### config.mk
export PLATFORM = sky130hd
export DESIGN_NAME = csfpr_div
export DESIGN_NICKNAME = d
export VERILOG_FILES = /design/src/rtl/core/crop_scale_flip_pixel_remap_macros.svh /design/src/rtl/core/csfpr_pkg.sv /design/src/rtl/core/csfpr_div.sv
export SDC_FILE = /design/constraint.sdc
export NUM_CORES = 2
export LEC_CHECK = 0
export BUFFER_PORTS_ARGS = -buffer_cell sky130_fd_sc_hd__buf_4
export CORE_UTILIZATION = 63
export CTS_CLUSTER_SIZE = 10
export DETAILED_ROUTE_END_ITERATION = 8
export GPL_TIMING_DRIVEN = 0
export PLACE_DENSITY_LB_ADDON = 0.25
export SYNTH_ARGS = -nofsm -noshare
export SYNTH_HDL_FRONTEND = slang
export SYNTH_SLANG_ARGS = --single-unit
### constraint.sdc
create_clock -name clk_i -period 3.8 [get_ports clk_i]
set_clock_uncertainty 0.2 [all_clocks]
set_input_delay 0.38 -clock clk_i [delete_from_list [all_inputs] [get_ports clk_i]]
set_output_delay 0.38 -clock clk_i [all_outputs]
set_load 0.1 [all_outputs]
### src/rtl/core/crop_scale_flip_pixel_remap_macros.svh
// Assertion macros shared by the pixel remapper RTL.
// Each macro expects clk_i and rst_ni to be visible in the using module.
`ifndef CROP_SCALE_FLIP_PIXEL_REMAP_MACROS_SVH
`define CROP_SCALE_FLIP_PIXEL_REMAP_MACROS_SVH

// Same-cycle implication, disabled while reset is active.
`define CSFPR_ASSERT_NOW(label, ante, cons, msg) \
  label: assert property (@(posedge clk_i) disable iff (!rst_ni) (ante) |-> (cons)) \
    else $error(msg);

// Next-cycle implication, disabled while reset is active.
`define CSFPR_ASSERT_NEXT(label, ante, cons, msg) \
  label: assert property (@(posedge clk_i) disable iff (!rst_ni) (ante) |=> (cons)) \
    else $error(msg);

`endif

### src/rtl/core/csfpr_pkg.sv
// Types, constants and helper functions of the pixel remapper.
// Used by the divider pipeline and the top level; no dependencies.
package csfpr_pkg;

  localparam int unsigned DIM_W   = 12;
  localparam int unsigned PIX_W   = 32;
  localparam int unsigned SADDR_W = 16;
  localparam int unsigned QUOT_W  = 2 * DIM_W;
  localparam int unsigned REM_W   = DIM_W;
  localparam int unsigned PADDR_W = 5;
  localparam int unsigned PDATA_W = 32;

  // Register reset values.
  localparam logic [DIM_W-1:0] RST_OUT_WIDTH  = 12'd640;
  localparam logic [DIM_W-1:0] RST_OUT_HEIGHT = 12'd480;
  localparam logic [DIM_W-1:0] RST_SRC_WIDTH  = 12'd640;
  localparam logic [DIM_W-1:0] RST_SRC_HEIGHT = 12'd480;
  localparam logic             RST_MIRROR_ON  = 1'b0;

  typedef enum logic {
    REQ_WRITE = 1'b0,
    REQ_READ  = 1'b1
  } req_e;

  typedef enum logic [2:0] {
    REG_OUT_WIDTH  = 3'd0,
    REG_OUT_HEIGHT = 3'd1,
    REG_SRC_WIDTH  = 3'd2,
    REG_SRC_HEIGHT = 3'd3,
    REG_MIRROR_ON  = 3'd4
  } reg_e;

  // Per-beat side information that travels down the pipeline.
  typedef struct packed {
    req_e               kind;
    logic               bad;
    logic [SADDR_W-1:0] wr_addr;
    logic [PIX_W-1:0]   wr_data;
  } tag_t;

  // One lane of the restoring divider: partial remainder and the
  // dividend bits still to go, with quotient bits shifting in at the bottom.
  typedef struct packed {
    logic [REM_W-1:0]  rem;
    logic [QUOT_W-1:0] nq;
  } lane_t;

  // One restoring division step: bring in the next dividend bit and
  // subtract the divisor when it fits.
  function automatic lane_t div_step(lane_t l, logic [DIM_W-1:0] den);
    logic [REM_W:0] t;
    logic           ge;
    lane_t          r;
    t     = {l.rem, l.nq[QUOT_W-1]};
    ge    = (t >= {1'b0, den});
    r.rem = ge ? REM_W'(t - {1'b0, den}) : t[REM_W-1:0];
    r.nq  = {l.nq[QUOT_W-2:0], ge};
    return r;
  endfunction

  // Swap bytes 0 and 2 so that B,G,R,A becomes R,G,B,A.
  function automatic logic [PIX_W-1:0] swap_rb(logic [PIX_W-1:0] p);
    return {p[31:24], p[7:0], p[15:8], p[23:16]};
  endfunction

endpackage

### src/rtl/core/csfpr_div.sv
// Pipelined two-lane restoring divider, one quotient bit per stage.
// Depends on csfpr_pkg for widths, tag_t, lane_t and div_step.
module csfpr_div import csfpr_pkg::*; (
  input  logic              clk_i,
  input  logic              rst_ni,
  input  logic              adv_i,
  input  logic              valid_i,
  input  tag_t              tag_i,
  input  logic [DIM_W-1:0]  den_i,
  input  logic [QUOT_W-1:0] num_row_i,
  input  logic [QUOT_W-1:0] num_col_i,
  output logic              valid_o,
  output tag_t              tag_o,
  output logic [QUOT_W-1:0] quo_row_o,
  output logic [QUOT_W-1:0] quo_col_o
);

  logic             valid_q [QUOT_W];
  tag_t             tag_q   [QUOT_W];
  lane_t            row_q   [QUOT_W];
  lane_t            col_q   [QUOT_W];
  logic [DIM_W-1:0] den_q   [QUOT_W];

  for (genvar k = 0; k < QUOT_W; k++) begin : g_stage
    logic             valid_in;
    tag_t             tag_in;
    lane_t            row_in;
    lane_t            col_in;
    logic [DIM_W-1:0] den_in;

    // Stage input: the dividend enters with a cleared remainder.
    if (k == 0) begin : g_first
      assign valid_in = valid_i;
      assign tag_in   = tag_i;
      assign row_in   = '{rem: '0, nq: num_row_i};
      assign col_in   = '{rem: '0, nq: num_col_i};
      assign den_in   = den_i;
    end else begin : g_rest
      assign valid_in = valid_q[k-1];
      assign tag_in   = tag_q[k-1];
      assign row_in   = row_q[k-1];
      assign col_in   = col_q[k-1];
      assign den_in   = den_q[k-1];
    end

    // Stage valid bit.
    always_ff @(posedge clk_i or negedge rst_ni) begin
      if (!rst_ni) begin
        valid_q[k] <= 1'b0;
      end else if (adv_i) begin
        valid_q[k] <= valid_in;
      end
    end

    // Stage payload: one division step on each lane.
    always_ff @(posedge clk_i) begin
      if (adv_i) begin
        tag_q[k] <= tag_in;
        row_q[k] <= div_step(row_in, den_in);
        col_q[k] <= div_step(col_in, den_in);
        den_q[k] <= den_in;
      end
    end
  end

  assign valid_o   = valid_q[QUOT_W-1];
  assign tag_o     = tag_q[QUOT_W-1];
  assign quo_row_o = row_q[QUOT_W-1].nq;
  assign quo_col_o = col_q[QUOT_W-1].nq;

endmodule

==> flow_summary.ini <==
[outcome]
outcome = complete, no violations

[synth]
synthTopCellsByArea = edfxtp_1 74%, ha_1 5.4%, mux2_2 3.5%
synth-edff-count = 3180
syn_area_um2 = 129000
synth_top_family_by_area = adder cells
synthMuxAreaShare_pct = 4.77
synth-main-ff-cell = edfxtp_1
yosysMostFrequentCell = edfxtp_1
synth_warnings = 0
synth-xor-area-share_pct = 2.36
syn_avg_cell_area_um2 = 17.2
yosysTopAreaCellShare_pct = 74.3
yosys.area.top_type = edfxtp_1
ys_seq_area_share_pct = 74.7
synth_seq_cells = 3204
yosysUniqueCellTypes = 65
syn_nets = 8198
yosys.area_share.simple_pct = 4.00
synthTopCellsByCount = 3180 x edfxtp_1, 556 x ha_1, 482 x inv_1
synth_fa_ha_area_share_pct = 6.10
syn_inst = 7484
async_reset_ff_share_pct = 0.749
synth_compound_area_share_pct = 6.08

[global_route]
grt_overflow = 0
grt_use_total_pct = 23.6
grt_pass1_vias = 65800
grt_pass1_wl_um = 372000
grt_max_degree = 196
antenna_found_initial = 1

[clock_tree]
cts_max_path_buffers = 4
cts_tree = done
htree_levels = 5
clockRootBuffer = clkbuf_16
clk_pin_slew_ns = 0.06
tritoncts.num_buffers = 378
cts_sinks = 3204
clk_latency_ns = 0.96

[floorplanning]
num_rows = 165
num_io_pins = 213
die_x_um = 454
dieArea_um2 = 206000
chipHeight_um = 454
initial_core_util_pct = 63.5
coreArea_um2 = 203000

[power]
power_density_nw_per_um2 = 741
leakage_nw = 54.4
vdd_drop_max_mv = 0.582
power_mw = 109

[timing]
max_freq_mhz = 298
hold_viol_final = 0
worst_slew_pin_slew_ns = 1.11
period_needed_ns = 3.35
relSlewSlack_pct = 26.1
rsz0062_at_grt = no
setup_viol_count_final = 0
period_share_pct = 88.3
drv_slew = 0
tns_ns = 0

[flow_run]
maxCapViolCount = 0

[placement]
place_area_um2 = 134000
place_inst = 10400
io_buffers = 212
hpwl_um = 144000
place_congestion = 0.921

[cells_and_area]
final_cells = 11100
syn_to_final_growth_pct = 14.3
fin_util_pct = 72.5
drive_gt1_share_pct = 15.3
nNetsFinal = 9049
final_cell_area_um2 = 147000

[critical_path]
cp-end-kind = flop
worstPathArrival_ns = 3.98
path_class = input pin to flop
critPathRequiredTime_ns = 4.42
crit_fanout = 99
cp_common_cell = buf_16
critPathMaxStageDelay_ns = 0.39
crit_path_top_delay_cell = buf_16
critPathTopFamily = buffers and inverters
worst_setup_path_start_kind = input pin
crit_buf_inv = 9
crit_path_cell_trace = buf_16, buf_16, buf_16, buf_16, buf_16, buf_16, buf_16, clkbuf_1, clkbuf_2, mux2_2

[routing]
route.detailed.drc = 0
dr.pass1.iters = 8
wl_per_cell_um = 21.8
wl_um = 241000
vias_per_cell = 5.74
drt_iter0_markers = 4618
vias = 63700
ant_nets = 0

[min_path]
worstHoldPathType = input pin to flop
stage by stage:
step	setup WS, ns	hold WS [ns]
2_1_floorplan	1.19	-0.116
3_3_place_gp	-25.52	0.0811
3_5_place_dp	-3.19	0.0930
4_1_cts	0.386	0.00175
5_1_grt	0.225	0.000275
6_report	0.446	0.0384
layer usage:
layer  wire (um)  share of wire [%]  GRT usage, %
met5           0                  0             0
met4        7490                3.1          7.64
met3        9580                4.0          3.28
met1       99100                 41          29.9
met2      125000                 52          41.9
report_power, final:
part	total, mW	switching (mW)	internal (mW)
Combinational	29.4	15.6	13.8
Sequential	48.4	2.56	45.8
Clock	31.2	13.2	18.0
area by class of cell:
class | count | area, um^2
repair buffers | 471 | 4900
diodes | 2 | 5.00
well taps | 2672 | 3340
multi-input cells | 3722 | 30000
clock buffers | 424 | 9740
flip-flops and latches | 3204 | 96100
plain buffers | 75 | 704
inverters | 483 | 1810
fillers | 12200 | 55600
clock inverters | 40 | 373
final timing paths:
| kind | endpoint | from | depth (start not counted) | slack (ns) |
|---|---|---|---|---|
| min reg2reg | tag_q[2][152]$_DFFE_PP_ | tag_q[2][102]$_DFFE_PP_ | 0 | 0.17 |
| max reg2reg | col_q[3][32]$_DFFE_PP_ | den_q[2][37]$_DFFE_PP_ | 9 | 0.56 |
| min | col_q[0][11]$_DFFE_PP_ | num_col_i[10] | 2 | 0.04 |
| min in group asynchronous | g_stage[22].valid_in$_DFFE_PN0P_ | rst_ni | 3 | 0.52 |
| max | g_stage[4].valid_in$_DFFE_PN0P_ | adv_i | 10 | 0.45 |
| max in group asynchronous | g_stage[1].valid_in$_DFFE_PN0P_ | rst_ni | 3 | 2.22 |
state kept, by name (all words and copies together), names as in the netlist:
name,cells
col_q,852
den_q,276
g_stage.valid_in,23
row_q,852
tag_q,1200
valid_o,1
cells in the final DEF (no fill, tap or decap), types with 94 or more instances in the layout:
cell type / instances
o21a_1: 210
a21oi_1: 234
edfxtp_1: 3180
buf_4: 236
inv_1: 482
o21ai_0: 190
mux2_2: 396
ha_1: 556
nor3_1: 94
xor2_1: 250
xnor2_1: 97
clkbuf_16: 383
nand2_1: 255
nor2_1: 410
dlygate4sd3_1: 221
kinds of logic after synthesis:
family,Yosys count
XOR/XNOR,347
adder cells (fa/ha/maj),600
AND/OR/NAND/NOR,1115
AO/OA/AOI/OAI,1116
multiplexers,544
flip-flops,3204
buffers and inverters,558
timing repair:
action,4_1_cts,5_1_grt
resized for setup,2,0
hold buffers,231,0
hold endpoints to repair,321,0
setup endpoints to repair,890,0
setup buffers,0,0
Note: power is estimated with default switching activity, not from simulation.
